File: config.mk
export PLATFORM = sky130hd
export DESIGN_NAME = homogeneous_point_transform
export DESIGN_NICKNAME = d
export VERILOG_FILES = /design/src/rtl/core/hpt_pkg.sv /design/src/rtl/core/hpt_ram.sv /design/src/rtl/core/hpt_mac.sv /design/src/rtl/core/hpt_div.sv /design/src/rtl/core/homogeneous_point_transform.sv
export VERILOG_INCLUDE_DIRS = /design/src /design/src/rtl/core
export SDC_FILE = /design/constraint.sdc
export NUM_CORES = 2
export LEC_CHECK = 0
export BUFFER_PORTS_ARGS = -buffer_cell sky130_fd_sc_hd__buf_4
export CAP_MARGIN = 20
export CORE_ASPECT_RATIO = 0.9
export CORE_MARGIN = 4
export CORE_UTILIZATION = 29
export DETAILED_ROUTE_END_ITERATION = 6
export PLACE_DENSITY = 0.47
export SYNTH_ARGS = -nofsm -noshare
export SYNTH_HDL_FRONTEND = slang
export SYNTH_SLANG_ARGS = --single-unit
File: constraint.sdc
create_clock -name clk -period 11.75 [get_ports clk]
set_input_delay 1.7625 -clock clk [delete_from_list [all_inputs] [get_ports clk]]
set_output_delay 1.7625 -clock clk [all_outputs]
set_load 0.01 [all_outputs]
File: src/rtl/core/assert_macros.svh
// ----------------------------------------------------------------------------
// Assertion macros
// Shared concurrent assertion forms. They expect signals named clk and rst_n
// in the module that uses them.
// ----------------------------------------------------------------------------
`ifndef ASSERT_MACROS_SVH
`define ASSERT_MACROS_SVH

// Same-cycle implication, checked outside of reset.
`define HPT_ASSERT_IMPLY(label, ante, cons, msg) \
  label: assert property (@(posedge clk) disable iff (!rst_n) (ante) |-> (cons)) \
    else $error(msg);

// Next-cycle implication, checked outside of reset.
`define HPT_ASSERT_NEXT(label, ante, cons, msg) \
  label: assert property (@(posedge clk) disable iff (!rst_n) (ante) |=> (cons)) \
    else $error(msg);

`endif

File: src/rtl/core/hpt_pkg.sv
// ----------------------------------------------------------------------------
// Homogeneous point transform package
// Request and result types, operation codes, controller states and the
// status structs that travel between the datapath units.
// ----------------------------------------------------------------------------
`timescale 1ns / 1ps
`default_nettype none

package hpt_pkg;

  // Fixed widths of the channel fields and of the coefficient store.
  localparam int FIELD_W  = 32;
  localparam int COEF_W   = 32;
  localparam int NUM_COEF = 16;
  localparam int IDX_W    = 4;
  localparam int VEC_LEN  = 4;
  localparam int ROW_W    = 2;
  localparam int LANES    = 3;

  // Row of the matrix that produces the homogeneous w component.
  localparam logic [ROW_W-1:0] ROW_W_COMP = 2'd3;
  // First column of a row, where accumulation restarts.
  localparam logic [ROW_W-1:0] COL_FIRST  = 2'd0;
  // Last column of a row, where the row sum is complete.
  localparam logic [ROW_W-1:0] COL_LAST   = 2'd3;

  typedef enum logic [1:0] {
    OP_LOAD     = 2'd0,
    OP_XFORM_4D = 2'd1,
    OP_XFORM_3D = 2'd2,
    OP_XFORM_2D = 2'd3
  } hpt_op_t;

  typedef enum logic [2:0] {
    ST_IDLE,
    ST_MAC,
    ST_DIV_START,
    ST_DIV_RUN,
    ST_FINISH
  } hpt_state_t;

  typedef struct packed {
    hpt_op_t                   operation;
    logic [IDX_W-1:0]          coef_index;
    logic signed [FIELD_W-1:0] coef_value;
    logic signed [FIELD_W-1:0] in_x;
    logic signed [FIELD_W-1:0] in_y;
    logic signed [FIELD_W-1:0] in_z;
    logic signed [FIELD_W-1:0] in_w;
  } hpt_req_t;

  typedef struct packed {
    logic signed [FIELD_W-1:0] out_x;
    logic signed [FIELD_W-1:0] out_y;
    logic signed [FIELD_W-1:0] out_z;
    logic signed [FIELD_W-1:0] out_w;
    logic                      w_is_zero;
    logic                      saturated;
  } hpt_rsp_t;

  // Completed row sum from the multiply-accumulate unit.
  typedef struct packed {
    logic             vld;
    logic [ROW_W-1:0] idx;
    logic             sat;
  } hpt_row_t;

  // Divider status: completion pulse and per-lane clamp flags.
  typedef struct packed {
    logic             done;
    logic [LANES-1:0] sat;
  } hpt_div_sts_t;

endpackage

`default_nettype wire

File: src/rtl/core/hpt_ram.sv
// ----------------------------------------------------------------------------
// Generic single-port-write RAM
// One write port and one read port with registered read data.
// ----------------------------------------------------------------------------
`timescale 1ns / 1ps
`default_nettype none

module hpt_ram #(
  parameter int WIDTH = 32,
  parameter int DEPTH = 16
) (
  input  wire logic                     clk,
  input  wire logic                     wr_en,
  input  wire logic [$clog2(DEPTH)-1:0] wr_addr,
  input  wire logic [WIDTH-1:0]         wr_data,
  input  wire logic                     rd_en,
  input  wire logic [$clog2(DEPTH)-1:0] rd_addr,
  output logic      [WIDTH-1:0]         rd_data
);

  logic [WIDTH-1:0] mem_r [DEPTH];

  // Write port.
  always_ff @(posedge clk) begin
    if (wr_en) begin
      mem_r[wr_addr] <= wr_data;
    end
  end

  // Read port with registered read data.
  always_ff @(posedge clk) begin
    if (rd_en) begin
      rd_data <= mem_r[rd_addr];
    end
  end

endmodule

`default_nettype wire

File: src/rtl/core/hpt_mac.sv
// ----------------------------------------------------------------------------
// Multiply-accumulate unit
// Walks the sixteen coefficients row by row, multiplies each by its vector
// component on one shared multiplier and accumulates the row sums.
// ----------------------------------------------------------------------------
`timescale 1ns / 1ps
`default_nettype none

module hpt_mac import hpt_pkg::*; #(
  parameter int DATA_WIDTH = 32,
  parameter int FRAC_BITS  = 16
) (
  input  wire logic                            clk,
  input  wire logic                            rst_n,
  input  wire logic                            start,
  input  wire logic [VEC_LEN-1:0][COEF_W-1:0]  vec,
  input  wire logic [NUM_COEF-1:0]             coef_valid,
  output logic                                 rd_en,
  output logic      [IDX_W-1:0]                rd_addr,
  input  wire logic [COEF_W-1:0]               rd_data,
  output hpt_row_t                             row_sts,
  output logic      [DATA_WIDTH-1:0]           row_val
);

  localparam int PROD_W = 2 * COEF_W;
  localparam int TERM_W = PROD_W - FRAC_BITS;
  // Four signed terms need two growth bits over the signed term width.
  localparam int ACC_W  = (TERM_W + 3 > DATA_WIDTH + 1) ? TERM_W + 3 : DATA_WIDTH + 1;

  localparam logic [COEF_W-1:0] ONE = COEF_W'(1) << FRAC_BITS;
  localparam logic signed [ACC_W-1:0] SAT_HI =
    {{(ACC_W - DATA_WIDTH + 1){1'b0}}, {(DATA_WIDTH - 1){1'b1}}};
  localparam logic signed [ACC_W-1:0] SAT_LO = ~SAT_HI;
  localparam logic [DATA_WIDTH-1:0] OUT_HI = {1'b0, {(DATA_WIDTH - 1){1'b1}}};
  localparam logic [DATA_WIDTH-1:0] OUT_LO = {1'b1, {(DATA_WIDTH - 1){1'b0}}};

  logic                     busy_r;
  logic [IDX_W-1:0]         k_r;
  logic                     s1_vld_r;
  logic [IDX_W-1:0]         s1_k_r;
  logic [ROW_W-1:0]         s1_row;
  logic [ROW_W-1:0]         s1_col;
  logic [COEF_W-1:0]        coef;
  logic [COEF_W-1:0]        opnd;
  logic [COEF_W-1:0]        mag_c;
  logic [COEF_W-1:0]        mag_o;
  logic [PROD_W-1:0]        mul;
  logic                     s2_vld_r;
  logic [IDX_W-1:0]         s2_k_r;
  logic [PROD_W-1:0]        prod_r;
  logic                     neg_r;
  logic [ROW_W-1:0]         s2_col;
  logic [ACC_W-1:0]         term_ext;
  logic signed [ACC_W-1:0]  term;
  logic signed [ACC_W-1:0]  sum;
  logic signed [ACC_W-1:0]  acc_r;
  logic                     row_vld_r;
  logic [ROW_W-1:0]         row_idx_r;
  logic                     row_sat_r;
  logic [DATA_WIDTH-1:0]    row_val_r;

  // Read sequencer: k counts row-major, the store is addressed column-major.
  always_ff @(posedge clk) begin
    if (!rst_n) begin
      busy_r <= 1'b0;
      k_r    <= '0;
    end else if (start) begin
      busy_r <= 1'b1;
      k_r    <= '0;
    end else if (busy_r) begin
      k_r <= k_r + 1'b1;
      if (k_r == IDX_W'(NUM_COEF - 1)) begin
        busy_r <= 1'b0;
      end
    end
  end

  assign rd_en   = busy_r;
  assign rd_addr = {k_r[ROW_W-1:0], k_r[IDX_W-1:ROW_W]};

  // Stage one tracks the read that is in flight.
  always_ff @(posedge clk) begin
    if (!rst_n) begin
      s1_vld_r <= 1'b0;
    end else begin
      s1_vld_r <= rd_en;
    end
  end

  always_ff @(posedge clk) begin
    s1_k_r <= k_r;
  end

  // Never-written slots read as the identity matrix.
  assign s1_col = s1_k_r[ROW_W-1:0];
  assign s1_row = s1_k_r[IDX_W-1:ROW_W];
  assign coef   = coef_valid[{s1_col, s1_row}] ? rd_data :
                  ((s1_row == s1_col) ? ONE : '0);
  assign opnd   = vec[s1_col];

  // Sign-magnitude multiply so the shift truncates toward zero.
  assign mag_c = coef[COEF_W-1] ? (~coef + 1'b1) : coef;
  assign mag_o = opnd[COEF_W-1] ? (~opnd + 1'b1) : opnd;
  assign mul   = mag_c * mag_o;

  always_ff @(posedge clk) begin
    if (!rst_n) begin
      s2_vld_r <= 1'b0;
    end else begin
      s2_vld_r <= s1_vld_r;
    end
  end

  always_ff @(posedge clk) begin
    s2_k_r <= s1_k_r;
    prod_r <= mul;
    neg_r  <= coef[COEF_W-1] ^ opnd[COEF_W-1];
  end

  // Stage two: scale, restore the sign and accumulate across the row.
  assign s2_col   = s2_k_r[ROW_W-1:0];
  assign term_ext = {{(ACC_W - TERM_W){1'b0}}, prod_r[PROD_W-1:FRAC_BITS]};
  assign term     = neg_r ? (~term_ext + 1'b1) : term_ext;
  assign sum      = ((s2_col == COL_FIRST) ? '0 : acc_r) + term;

  always_ff @(posedge clk) begin
    if (s2_vld_r) begin
      acc_r <= sum;
    end
  end

  // Clamp the finished row sum to the data width.
  always_ff @(posedge clk) begin
    if (!rst_n) begin
      row_vld_r <= 1'b0;
    end else begin
      row_vld_r <= s2_vld_r && (s2_col == COL_LAST);
    end
  end

  always_ff @(posedge clk) begin
    if (s2_vld_r && (s2_col == COL_LAST)) begin
      row_idx_r <= s2_k_r[IDX_W-1:ROW_W];
      if (sum > SAT_HI) begin
        row_val_r <= OUT_HI;
        row_sat_r <= 1'b1;
      end else if (sum < SAT_LO) begin
        row_val_r <= OUT_LO;
        row_sat_r <= 1'b1;
      end else begin
        row_val_r <= sum[DATA_WIDTH-1:0];
        row_sat_r <= 1'b0;
      end
    end
  end

  assign row_sts.vld = row_vld_r;
  assign row_sts.idx = row_idx_r;
  assign row_sts.sat = row_sat_r;
  assign row_val     = row_val_r;

endmodule

`default_nettype wire

File: src/rtl/core/hpt_div.sv
// ----------------------------------------------------------------------------
// Perspective divider
// Three restoring divider lanes that share one divisor and retire one
// quotient bit each per cycle, then clamp to the data width.
// ----------------------------------------------------------------------------
`timescale 1ns / 1ps
`default_nettype none

module hpt_div import hpt_pkg::*; #(
  parameter int DATA_WIDTH = 32,
  parameter int FRAC_BITS  = 16
) (
  input  wire logic                              clk,
  input  wire logic                              rst_n,
  input  wire logic                              start,
  input  wire logic [LANES-1:0][DATA_WIDTH-1:0]  num,
  input  wire logic [DATA_WIDTH-1:0]             den,
  output logic      [LANES-1:0][DATA_WIDTH-1:0]  quo,
  output hpt_div_sts_t                           sts
);

  localparam int QW    = DATA_WIDTH + FRAC_BITS;
  localparam int CNT_W = $clog2(QW + 1);

  localparam logic [DATA_WIDTH-1:0] OUT_HI = {1'b0, {(DATA_WIDTH - 1){1'b1}}};
  localparam logic [DATA_WIDTH-1:0] OUT_LO = {1'b1, {(DATA_WIDTH - 1){1'b0}}};
  localparam logic [FRAC_BITS:0]    HIGH_ONE = {{FRAC_BITS{1'b0}}, 1'b1};

  logic                  busy_r;
  logic                  done_r;
  logic [CNT_W-1:0]      cnt_r;
  logic [DATA_WIDTH-1:0] ud_r;
  logic [DATA_WIDTH-1:0] ud_nxt;

  assign ud_nxt = den[DATA_WIDTH-1] ? (~den + 1'b1) : den;

  // Shared bit counter.
  always_ff @(posedge clk) begin
    if (!rst_n) begin
      busy_r <= 1'b0;
      done_r <= 1'b0;
      cnt_r  <= '0;
    end else begin
      done_r <= 1'b0;
      if (start) begin
        busy_r <= 1'b1;
        cnt_r  <= CNT_W'(QW);
      end else if (busy_r) begin
        cnt_r <= cnt_r - 1'b1;
        if (cnt_r == CNT_W'(1)) begin
          busy_r <= 1'b0;
          done_r <= 1'b1;
        end
      end
    end
  end

  always_ff @(posedge clk) begin
    if (start) begin
      ud_r <= ud_nxt;
    end
  end

  assign sts.done = done_r;

  for (genvar i = 0; i < LANES; i++) begin : g_lane
    logic                  neg_r;
    logic [DATA_WIDTH-1:0] rem_r;
    logic [QW-1:0]         dvd_r;
    logic [DATA_WIDTH-1:0] un;
    logic [DATA_WIDTH:0]   trial;
    logic [FRAC_BITS:0]    high;
    logic                  is_min;
    logic                  lane_sat;

    assign un    = num[i][DATA_WIDTH-1] ? (~num[i] + 1'b1) : num[i];
    assign trial = {rem_r, dvd_r[QW-1]} - {1'b0, ud_r};

    // The dividend register shifts out numerator bits and takes in quotient bits.
    always_ff @(posedge clk) begin
      if (start) begin
        neg_r <= num[i][DATA_WIDTH-1] ^ den[DATA_WIDTH-1];
        rem_r <= '0;
        dvd_r <= {un, {FRAC_BITS{1'b0}}};
      end else if (busy_r) begin
        if (!trial[DATA_WIDTH]) begin
          rem_r <= trial[DATA_WIDTH-1:0];
          dvd_r <= {dvd_r[QW-2:0], 1'b1};
        end else begin
          rem_r <= {rem_r[DATA_WIDTH-2:0], dvd_r[QW-1]};
          dvd_r <= {dvd_r[QW-2:0], 1'b0};
        end
      end
    end

    // Clamp: the negative range reaches one step further than the positive one.
    assign high   = dvd_r[QW-1:DATA_WIDTH-1];
    assign is_min = (high == HIGH_ONE) && (dvd_r[DATA_WIDTH-2:0] == '0);

    always_comb begin
      if (neg_r) begin
        lane_sat = (high != '0) && !is_min;
        quo[i]   = lane_sat ? OUT_LO : (~dvd_r[DATA_WIDTH-1:0] + 1'b1);
      end else begin
        lane_sat = (high != '0);
        quo[i]   = lane_sat ? OUT_HI : dvd_r[DATA_WIDTH-1:0];
      end
    end

    assign sts.sat[i] = lane_sat;
  end

endmodule

`default_nettype wire

File: src/rtl/core/homogeneous_point_transform.sv
// ----------------------------------------------------------------------------
// Homogeneous point transform
// 4x4 fixed-point matrix times vector with optional perspective divide.
// ----------------------------------------------------------------------------
// Usage:
//   Requests arrive on in_valid / in_stall / in_data; results leave on
//   out_valid / out_stall / out_data. A request is taken when valid is high
//   and stall is low at a rising clock edge.
//   A load request writes one coefficient and gives no result.
//   A 4D transform runs the multiply-accumulate phase and then loads its
//   result into the output register; the next request is taken once the
//   controller is back in idle. A 3D or 2D transform adds the perspective
//   divide between the two, which is skipped when the w row sum is zero. The
//   sixteen products share one multiplier fed from the coefficient RAM one
//   entry per cycle, and the divide retires one quotient bit per cycle in
//   three parallel lanes.
//   One transform is in flight at a time; in_stall is high while it runs.
//   After reset the matrix reads as identity; no clearing pass is needed.
//   A result waits in the output register while out_stall is high, and new
//   requests are still accepted; a following transform holds in its last
//   state until the output register is free.
// ----------------------------------------------------------------------------
`timescale 1ns / 1ps
`default_nettype none
`include "assert_macros.svh"

module homogeneous_point_transform import hpt_pkg::*; #(
  parameter int DATA_WIDTH = 32,
  parameter int FRAC_BITS  = 16
) (
  input  wire logic     clk,
  input  wire logic     rst_n,
  input  wire logic     in_valid,
  output logic          in_stall,
  input  wire hpt_req_t in_data,
  output logic          out_valid,
  input  wire logic     out_stall,
  output hpt_rsp_t      out_data
);

  localparam logic [FIELD_W-1:0] ONE = FIELD_W'(1) << FRAC_BITS;

  hpt_state_t                             state_r;
  hpt_state_t                             state_nxt;
  hpt_op_t                                op_r;
  logic [VEC_LEN-1:0][COEF_W-1:0]         vec_r;
  logic [NUM_COEF-1:0]                    coef_valid_r;
  logic [VEC_LEN-1:0][DATA_WIDTH-1:0]     res_r;
  logic [VEC_LEN-1:0]                     flg_r;
  logic                                   out_valid_r;
  hpt_rsp_t                               out_data_r;
  hpt_rsp_t                               rsp_nxt;

  logic                                   accept;
  logic                                   load_wr;
  logic                                   mac_start;
  logic                                   div_start;
  logic                                   out_load;

  logic                                   rd_en;
  logic [IDX_W-1:0]                       rd_addr;
  logic [COEF_W-1:0]                      rd_data;
  hpt_row_t                               row_sts;
  logic [DATA_WIDTH-1:0]                  row_val;
  logic [LANES-1:0][DATA_WIDTH-1:0]       quo;
  hpt_div_sts_t                           div_sts;

  logic [VEC_LEN-1:0][DATA_WIDTH+FIELD_W-1:0] res_ext;
  logic [LANES-1:0][DATA_WIDTH+FIELD_W-1:0]   quo_ext;
  logic                                       w_zero;
  logic                                       div_sat;

  assign accept = in_valid && !in_stall;

  // Coefficient store.
  hpt_ram #(
    .WIDTH (COEF_W),
    .DEPTH (NUM_COEF)
  ) u_coef_ram (
    .clk     (clk),
    .wr_en   (load_wr),
    .wr_addr (in_data.coef_index),
    .wr_data (in_data.coef_value),
    .rd_en   (rd_en),
    .rd_addr (rd_addr),
    .rd_data (rd_data)
  );

  // Slots that were loaded since reset; the rest read as identity.
  always_ff @(posedge clk) begin
    if (!rst_n) begin
      coef_valid_r <= '0;
    end else if (load_wr) begin
      coef_valid_r[in_data.coef_index] <= 1'b1;
    end
  end

  hpt_mac #(
    .DATA_WIDTH (DATA_WIDTH),
    .FRAC_BITS  (FRAC_BITS)
  ) u_mac (
    .clk        (clk),
    .rst_n      (rst_n),
    .start      (mac_start),
    .vec        (vec_r),
    .coef_valid (coef_valid_r),
    .rd_en      (rd_en),
    .rd_addr    (rd_addr),
    .rd_data    (rd_data),
    .row_sts    (row_sts),
    .row_val    (row_val)
  );

  hpt_div #(
    .DATA_WIDTH (DATA_WIDTH),
    .FRAC_BITS  (FRAC_BITS)
  ) u_div (
    .clk   (clk),
    .rst_n (rst_n),
    .start (div_start),
    .num   (res_r[LANES-1:0]),
    .den   (res_r[ROW_W_COMP]),
    .quo   (quo),
    .sts   (div_sts)
  );

  // Capture the vector of a transform request with the mode substitutions.
  always_ff @(posedge clk) begin
    if (mac_start) begin
      op_r     <= in_data.operation;
      vec_r[0] <= in_data.in_x;
      vec_r[1] <= in_data.in_y;
      vec_r[2] <= (in_data.operation == OP_XFORM_2D) ? '0 : in_data.in_z;
      vec_r[3] <= (in_data.operation == OP_XFORM_4D) ? in_data.in_w : ONE;
    end
  end

  // Row results and their clamp flags.
  always_ff @(posedge clk) begin
    if (row_sts.vld) begin
      res_r[row_sts.idx] <= row_val;
      flg_r[row_sts.idx] <= row_sts.sat;
    end
  end

  // Controller state register.
  always_ff @(posedge clk) begin
    if (!rst_n) begin
      state_r <= ST_IDLE;
    end else begin
      state_r <= state_nxt;
    end
  end

  // Controller next state.
  always_comb begin
    state_nxt = state_r;
    case (state_r)
      ST_IDLE: begin
        if (accept && (in_data.operation != OP_LOAD)) begin
          state_nxt = ST_MAC;
        end
      end
      ST_MAC: begin
        if (row_sts.vld && (row_sts.idx == ROW_W_COMP)) begin
          if ((op_r == OP_XFORM_4D) || (row_val == '0)) begin
            state_nxt = ST_FINISH;
          end else begin
            state_nxt = ST_DIV_START;
          end
        end
      end
      ST_DIV_START: begin
        state_nxt = ST_DIV_RUN;
      end
      ST_DIV_RUN: begin
        if (div_sts.done) begin
          state_nxt = ST_FINISH;
        end
      end
      ST_FINISH: begin
        if (!out_valid_r || !out_stall) begin
          state_nxt = ST_IDLE;
        end
      end
      default: begin
        state_nxt = ST_IDLE;
      end
    endcase
  end

  // Controller outputs.
  always_comb begin
    in_stall  = 1'b1;
    load_wr   = 1'b0;
    mac_start = 1'b0;
    div_start = 1'b0;
    out_load  = 1'b0;
    case (state_r)
      ST_IDLE: begin
        in_stall  = 1'b0;
        load_wr   = in_valid && (in_data.operation == OP_LOAD);
        mac_start = in_valid && (in_data.operation != OP_LOAD);
      end
      ST_DIV_START: begin
        div_start = 1'b1;
      end
      ST_FINISH: begin
        out_load = !out_valid_r || !out_stall;
      end
      default: begin
        in_stall = 1'b1;
      end
    endcase
  end

  // Sign-extend internal values to the field width.
  for (genvar i = 0; i < VEC_LEN; i++) begin : g_res_ext
    assign res_ext[i] = {{FIELD_W{res_r[i][DATA_WIDTH-1]}}, res_r[i]};
  end

  for (genvar i = 0; i < LANES; i++) begin : g_quo_ext
    assign quo_ext[i] = {{FIELD_W{quo[i][DATA_WIDTH-1]}}, quo[i]};
  end

  // Assemble the result for the current mode.
  assign w_zero  = (op_r != OP_XFORM_4D) && (res_r[ROW_W_COMP] == '0);
  assign div_sat = div_sts.sat[0] || div_sts.sat[1] ||
                   ((op_r == OP_XFORM_3D) && div_sts.sat[2]);

  always_comb begin
    rsp_nxt.out_w     = res_ext[3][FIELD_W-1:0];
    rsp_nxt.w_is_zero = w_zero;
    if (op_r == OP_XFORM_4D) begin
      rsp_nxt.out_x     = res_ext[0][FIELD_W-1:0];
      rsp_nxt.out_y     = res_ext[1][FIELD_W-1:0];
      rsp_nxt.out_z     = res_ext[2][FIELD_W-1:0];
      rsp_nxt.saturated = |flg_r;
    end else if (w_zero) begin
      rsp_nxt.out_x     = '0;
      rsp_nxt.out_y     = '0;
      rsp_nxt.out_z     = '0;
      rsp_nxt.saturated = 1'b0;
    end else begin
      rsp_nxt.out_x     = quo_ext[0][FIELD_W-1:0];
      rsp_nxt.out_y     = quo_ext[1][FIELD_W-1:0];
      rsp_nxt.out_z     = (op_r == OP_XFORM_3D) ? quo_ext[2][FIELD_W-1:0] : '0;
      rsp_nxt.saturated = flg_r[0] || flg_r[1] || flg_r[3] || div_sat ||
                          ((op_r == OP_XFORM_3D) && flg_r[2]);
    end
  end

  // Output register.
  always_ff @(posedge clk) begin
    if (!rst_n) begin
      out_valid_r <= 1'b0;
    end else if (out_load) begin
      out_valid_r <= 1'b1;
    end else if (!out_stall) begin
      out_valid_r <= 1'b0;
    end
  end

  always_ff @(posedge clk) begin
    if (out_load) begin
      out_data_r <= rsp_nxt;
    end
  end

  assign out_valid = out_valid_r;
  assign out_data  = out_data_r;

  // Checks on the sequencing of the datapath units.
  `HPT_ASSERT_IMPLY(a_row_in_mac, row_sts.vld, state_r == ST_MAC, "row result outside MAC phase")
  `HPT_ASSERT_IMPLY(a_div_done_in_run, div_sts.done, state_r == ST_DIV_RUN, "divider done out of phase")
  `HPT_ASSERT_IMPLY(a_div_nonzero, div_start, res_r[ROW_W_COMP] != '0, "divide started with zero w")
  `HPT_ASSERT_IMPLY(a_flags_excl, out_valid_r, !(out_data_r.w_is_zero && out_data_r.saturated), "zero w result flagged saturated")
  `HPT_ASSERT_NEXT(a_load_shows, out_load, out_valid_r, "loaded result not presented")

endmodule

`default_nettype wire
Yosys cells after proc, flatten, opt, wreduce, memory -nomap -nowiden --
Memories as Yosys holds them, arrays and structs flattened. A register that Yosys moved wholly into a read port is not among the register bits. Cells that the tools add are included.
Storage, ports and cells: output and inout bits 132, memories kept 1, memory bits (writable) 512, word-level logic and storage cells 240, bits of input ports 170, register bits after elaboration 862
Cells by class: equality and inequality tests 22, bitwise gates (word level) 17, mux-type cells 77, $mul 1, add/sub/neg operators 16, order comparisons 8, reductions and logical operators 48
Memories:
- u_coef_ram.mem_r | depth 16, width 32, read ports 1, clocked after memory_dff 1, write ports 1, RTL line hpt_ram.sv:21 | logic [WIDTH-1:0] mem_r [DEPTH];
Operators with widths (number):
- 2-to-1 mux 32 bit | 22
- adder 32 x 1 -> 32 bit, second input constant | 9
- 2-to-1 mux 48 bit | 6
- NOT 32 bit | 9
- 2-to-1 mux 96 bit | 2
- bitwise mux 128 bit | 1
- 2-to-1 mux 51 bit | 2
- subtractor 33 x 32 -> 33 bit | 3
- zero test 31 bit | 3
- binary-select mux 32 bit (select 2 bit) | 1
- demux 32 bit (select 2 bit) | 1
- zero test 32 bit | 2
- multiplier 32 x 32 -> 64 bit | 1
- adder 51 x 1 -> 51 bit, second input constant | 1
- adder 51 bit | 1
- equality test 17 x 1 -> 1 bit, second input constant | 3
- greater-than comparator 51 x 32 -> 1 bit, second input constant | 1
- less-than comparator 51 x 32 -> 1 bit, second input constant | 1
- NOT 48 -> 51 bit | 1
- nonzero test 17 bit | 3
- 2-to-1 mux 31 bit | 1
- 2-to-1 mux 1 bit | 28
- logical AND 1 bit | 17
- 2-to-1 mux 17 bit | 1
- 35 further kinds | 69

Depth between registers and ports, before layout --
depth in word-level cells 11, gate-level depth with buffers 46, depth with buffers taken out 43

Cells and area by module --
Synthesis repeated with hierarchy kept, for this count alone.
Second synthesis, totals: cell total of the unflattened synthesis 9250, area total of the unflattened synthesis 100108.5 sq um
By module, submodules not included:
- hpt_mac | instances 1, sequential area each 3883.7 sq um, cells each 4861, area an instance 43316.5 sq um
- hpt_div | instances 1, sequential area each 6976.7 sq um, cells each 2701, area an instance 22115.0 sq um
- hpt_ram | instances 1, sequential area each 16335.7 sq um, cells each 838, area an instance 20174.3 sq um
- homogeneous_point_transform | instances 1, sequential area each 12171.7 sq um, cells each 850, area an instance 14502.7 sq um

Worst setup path after synthesis --
Ideal clock, no wire load.
kind register to register, start register u_mac.s1_k_r[2], end register u_mac.prod_r[56], library setup time 0.135 ns, setup slack 0.764 ns, cell stages (with the launch flop) 44, path buffers 2, clock period less this slack 10.986 ns, arrival 10.851 ns, required time 11.615 ns, cell sequence dfxtp_1 > clkbuf_1 > mux4_2 > nand2b_1 > nand3_1 > nor2_1 > a41oi_1 > inv_1 > nand2_1 > ha_1 > or3b_2 > o21ai_0 > xor2_1 > nand2_1 > nand2_1 > clkbuf_1 > nor2_1 > fa_1 > [... 8 more ...] > inv_1 > fa_1 > inv_1 > fa_1 > inv_1 > ha_1 > nand3_1 > nor3_1 > a22oi_1 > a31oi_1 > o21ai_0 > o31ai_1 > a41oi_1 > o221a_2 > o21a_1 > o21ai_0 > and4_1 > a311oi_1
Between the ends: cells in the longest elaborated chain, start to end 7, elaborated cells on any way between the ends 9, those cells by class add/sub: 1; mul: 1; eq/ne: 1; mux: 5; bitwise: 1
RTL lines:
- start: declaration | RTL line hpt_mac.sv:40 | logic [IDX_W-1:0] s1_k_r;
- start signal: assignment | RTL line hpt_mac.sv:91 | s1_k_r <= k_r;
- binary-select mux 1 bit (select 4 bit) / equality test 2 bit (equally long branches) | RTL line hpt_mac.sv:97, hpt_mac.sv:98
- 2-to-1 mux 1 bit (implied by the code) / 2-to-1 mux 17 bit (equally long branches) | RTL line hpt_mac.sv:97, hpt_mac.sv:98
- 2-to-1 mux 32 bit (*) | RTL line hpt_mac.sv:97 | assign coef = coef_valid[{s1_col, s1_row}] ? rd_data :
- NOT 32 bit | RTL line hpt_mac.sv:102 | assign mag_c = coef[COEF_W-1] ? (~coef + 1'b1) : coef;
- adder 32 x 1 -> 32 bit | RTL line hpt_mac.sv:102
- 2-to-1 mux 32 bit (*) | RTL line hpt_mac.sv:102
- multiplier 32 x 32 -> 64 bit (*) | RTL line hpt_mac.sv:104 | assign mul = mag_c * mag_o;
- net u_mac.mul[56] | RTL line hpt_mac.sv:47 | logic [PROD_W-1:0] mul;
- end signal: assignment | RTL line hpt_mac.sv:116 | prod_r <= mul;
- end: declaration | RTL line hpt_mac.sv:50 | logic [PROD_W-1:0] prod_r;
Mark *: on every way through the listed nets, which the timed path passes. The rest lies on a longest branch. The select of a mux whose other input is x is not followed. A chain may end at the register's enable or synchronous reset.

Worst setup path after layout --
start register u_mac.s1_k_r[0], end register u_mac.prod_r[56]
Between the ends: cells in the longest elaborated chain, start to end 7, elaborated cells on any way between the ends 14, those cells by class add/sub: 2; mul: 1; eq/ne: 1; mux: 8; bitwise: 2
RTL lines (RTL line):
- binary-select mux 1 bit (select 4 bit) / equality test 2 bit (equally long branches) | hpt_mac.sv:97, hpt_mac.sv:98
- 2-to-1 mux 1 bit (implied by the code) / 2-to-1 mux 17 bit (equally long branches) | hpt_mac.sv:97, hpt_mac.sv:98
- 2-to-1 mux 32 bit | hpt_mac.sv:97
- NOT 32 bit | hpt_mac.sv:102
- adder 32 x 1 -> 32 bit | hpt_mac.sv:102
- 2-to-1 mux 32 bit | hpt_mac.sv:102
- multiplier 32 x 32 -> 64 bit (*) | hpt_mac.sv:104
- net u_mac.mul[56] | hpt_mac.sv:47
Marks and branches as above.

==> impl_results.md <==
* Final Util at 33.3%
* H-tree depth at 4
* Worst hold slack at 0.348 ns
* Area growth from synthesis to layout at 14.2%
* Num CTS Buffers at 164
* Total track usage at 18.1%
* Fin. max-slew vios at 0
* Top post-synthesis cells by area: edfxtp_1 36%, fa_1 18%, ha_1 5.4%, dfxtp_1 4.9%, mux4_2 4.5%
* PwrDens at 202 nW/um^2
* Met1 global-route usage at 23.7%
* CP Capture Type: register
* Synth Cell Area at 97300 sq um
* Crit-path max cell delay at 0.65 ns
* DR vias at 67600
* Clock Tree Root: clkbuf_16
* TritonCTS clock tree: done
* F_max at 89.8 MHz
* Tmin final at 11.13 ns
* Die Wd at 619 microns
* Worst hold path type: reg2reg
* Reg clk slew, reported paths at 0.06 ns
* Pre-antenna DRT Iters at 7
* Slew headroom at 24.6%
* CTS sink count at 1390
* Initial Utilization at 29.2%
* Clock Latency Late Sink at 0.84 ns
* CP Max Fanout at 13
* Mapped Nets at 10300
* Crit start category: register
* Number of global-route vias before repair at 70100
* R2R setup slack at 0.62 ns
* # rows at 201
* Grt ovf at 0
* # hold bufs at CTS at 0
* Crit path max-delay cell type: mux4_2
* Final Skew at 0.0744 ns
* Final setup vio count at 0
* Crit path DAT at 11.86 ns
* Total Nets Final at 10600
* Final worst slack at 0.615 ns
* Mapped Cells at 8838
* Period utilisation layout at 94.8%
* Register area share after synthesis at 40.4%
* Outcome: finished, final reports clean
* Met3 global-route usage at 2.55%
* Crit path kind: reg2reg
* Int Pwr at 13200 uW
* Net Sw Power at 9280 uW
* Post-synth top area share at 35.6%
* Compound-Gate Fraction of Synth Area at 8.74%
* DRT iter0 DRCs at 5501
* Clock power share at 23.1%
* R2r endpoint: u_mac.prod_r[56]$_DFF_P_
* Num ports at 302
* Final-report hold violation count at 0
* Cell area after layout at 111000 sq um
* Worst setup path startpoint: u_mac.s1_k_r[0]$_DFF_P_
* Post-DP Area at 106000 sq um
* Routed WL per cell at 23.2 microns
* Worst setup path end: u_mac.prod_r[56]$_DFF_P_
* Most frequent CP cell: fa_1
* XOR/XNOR Fraction of Synth Area at 3.97%
* Post-Route WL at 317000 microns
* Synth Warn # at 0
* Fraction of layout cells with a size suffix above 1 at 12.2%
* Synth top cells by count: 1153 x edfxtp_1, 978 x inv_1, 901 x nor2_1
* Sw frac at 41.3%
* Syn Area/Cell at 11.0 sq um
* Post-Synth Adder-Cell Area at 23.9%
* Req. time, crit path at 12.48 ns
* First-pass GRT wire length at 470000 microns
* Post-Synth Simple-Gate Area at 12.0%
* Post-DP HPWL at 235000 microns
* DRC violations left at 0
* Worst slack at placement at 0.135 ns
* Gate power share at 49.3%
* Die height at 558 microns
* # Max-Cap Violations at 0
* Die area at 345000 sq um
* Largest family of logic cells by synthesized area: adder cells
* Synth cell types at 85
* Pin count of the biggest net entering global routing at 195
* Worst reg2reg path depth at 35
* M2 GR Usage at 30.4%
* PortBufs at 301
* Fraction of registers with async set or reset after synthesis at 0%
* Multiplexer area fraction after synthesis at 5.48%
* Sequential Power Share at 27.5%
* Post-synth EDFFs at 1153
* Initial antenna violation count at 28
* Bufs on Longest Clock Path at 4
* P_leak at 0.0440 uW
* Seq cells post-synth at 1390
* Most frequent cell after synthesis: edfxtp_1
* Grt peak-use layer: met2
* Least-Margin Pin Slew at 1.13 ns
* GPL Wtd Cong at 0.890
* DR vias/cell at 4.94
* Core area at 334000 sq um
* ANT nets after route at 0
* Cell taking the most area after synthesis: edfxtp_1
* Peak supply drop at 0.000201 V
* Reg2Reg Launch Point: u_mac.s1_k_r[0]$_DFF_P_
* Predominant post-synthesis flop cell: edfxtp_1
-- logic make-up after synthesis --
family / Yosys count
buffers and inverters: 1409
AO/OA/AOI/OAI: 1389
adder cells (fa/ha/maj): 1318
flip-flops: 1390
AND/OR/NAND/NOR: 2602
multiplexers: 290
XOR/XNOR: 440
-- how the worst min path moves through the flow --
stage                         startpoint  cells past startpoint  slack [ns]                 endpoint
3_5_place_dp   u_mac.k_r[1]$_SDFFE_PP0P_                      0        0.33  u_mac.s1_k_r[1]$_DFF_P_
5_1_grt        u_mac.k_r[1]$_SDFFE_PP0P_                      0        0.36  u_mac.s1_k_r[1]$_DFF_P_
2_1_floorplan  u_mac.k_r[2]$_SDFFE_PP0P_                      0        0.33  u_mac.s1_k_r[2]$_DFF_P_
6_report       u_mac.k_r[1]$_SDFFE_PP0P_                      0        0.35  u_mac.s1_k_r[1]$_DFF_P_
4_1_cts        u_mac.k_r[1]$_SDFFE_PP0P_                      0        0.35  u_mac.s1_k_r[1]$_DFF_P_
3_3_place_gp   u_mac.k_r[1]$_SDFFE_PP0P_                      0        0.33  u_mac.s1_k_r[1]$_DFF_P_
-- final cells by class --
| type | count | area, sq um |
|---|---|---|
| sequential | 1390 | 39400 |
| timing repair buffer | 512 | 3890 |
| clock inverter | 85 | 1020 |
| inverter | 979 | 3680 |
| antenna | 16 | 40.0 |
| tap | 4466 | 5590 |
| multi-input combinational | 6039 | 53100 |
| clock buffer | 208 | 4400 |
| fill | 33500 | 223000 |
-- per-stage QoR --
step | setup TNS [ns] | power, uW | std cells
finish | 0 | 22500 | 13700
global route | -0.00586 | 24100 | 13700
CTS | 0 | 22600 | 13700
detailed placement | 0 | 17200 | 13400
global placement | 0 | 17100 | 13400
floorplan | 0 | 13700 | 8838
-- routing by layer --
layer  vias up  share of wire [%]
met4        12                4.0
met1     34500                 43
met5         -              0.026
li1      30700                  -
met3       471                5.3
met2      1864                 48
-- flip-flops by register name, summed over array words and instances (netlist names), 6 cells and up --
signal / count
u_mac.acc_r: 51
u_mac.row_val: 32
u_div.g_lane.dvd_r: 144
u_div.ud_r: 32
u_div.cnt_r: 6
u_div.g_lane.rem_r: 96
res_ext: 128
coef_valid_r: 16
out_data: 130
vec_r: 128
u_coef_ram.rd_data: 32
u_coef_ram.mem_r: 512
u_mac.prod_r: 48
-- what timing repair did --
| item | CTS | global route |
|---|---|---|
| setup buffers | 0 | 0 |
| resized for setup | 0 | 7 |
| endpoints found under the setup margin | 0 | 6 |
-- power by group through the flow --
stage          sequential [uW]  combinational [uW]  clock, uW
3_3_place_gp              6270               10900          0
2_1_floorplan             6180                7550          0
4_1_cts                   6180               11000       5380
6_report                  6180               11100       5200
3_5_place_dp              6280               10900          0
5_1_grt                   6230               12300       5570
-- critical path: cells and delay by family (launching register included) --
kind / cells / cell delay [ns]
AOI/OAI and AO/OA: 11 / 2.51
DFF: 1 / 0.50
muxes: 1 / 0.65
xor gates and xnor gates: 1 / 0.40
adders and majority gates: 9 / 4.32
and+or+nand+nor: 8 / 2.03
buffers and inverters: 5 / 0.57
-- cells in the final DEF (no fill, tap or decap), types with 19 or more instances in the layout --
cell type	instances
clkinv_1	21
buf_4	507
nor3_1	80
clkbuf_1	33
a21o_1	103
nand2_1	874
a31oi_1	39
ha_1	419
a21oi_1	352
fa_1	899
inv_1	976
xor2_1	199
o21bai_1	25
edfxtp_1	1153
dfxtp_1	227
nand4_1	45
o21a_1	61
or2_2	50
or4_1	43
o21ai_0	460
a211oi_1	21
o22ai_1	68
and2_1	96
clkinv_2	24
xnor2_1	212
mux2i_1	92
nand2b_1	65
a21bo_2	30
and3_1	25
nor2_1	884
nand3_1	155
mux4_2	194
nor4_1	48
nor2b_1	87
o31ai_1	76
o41ai_1	32
or3_1	56
clkbuf_16	166
xnor2_2	19
(Power assumes the default switching activity.)
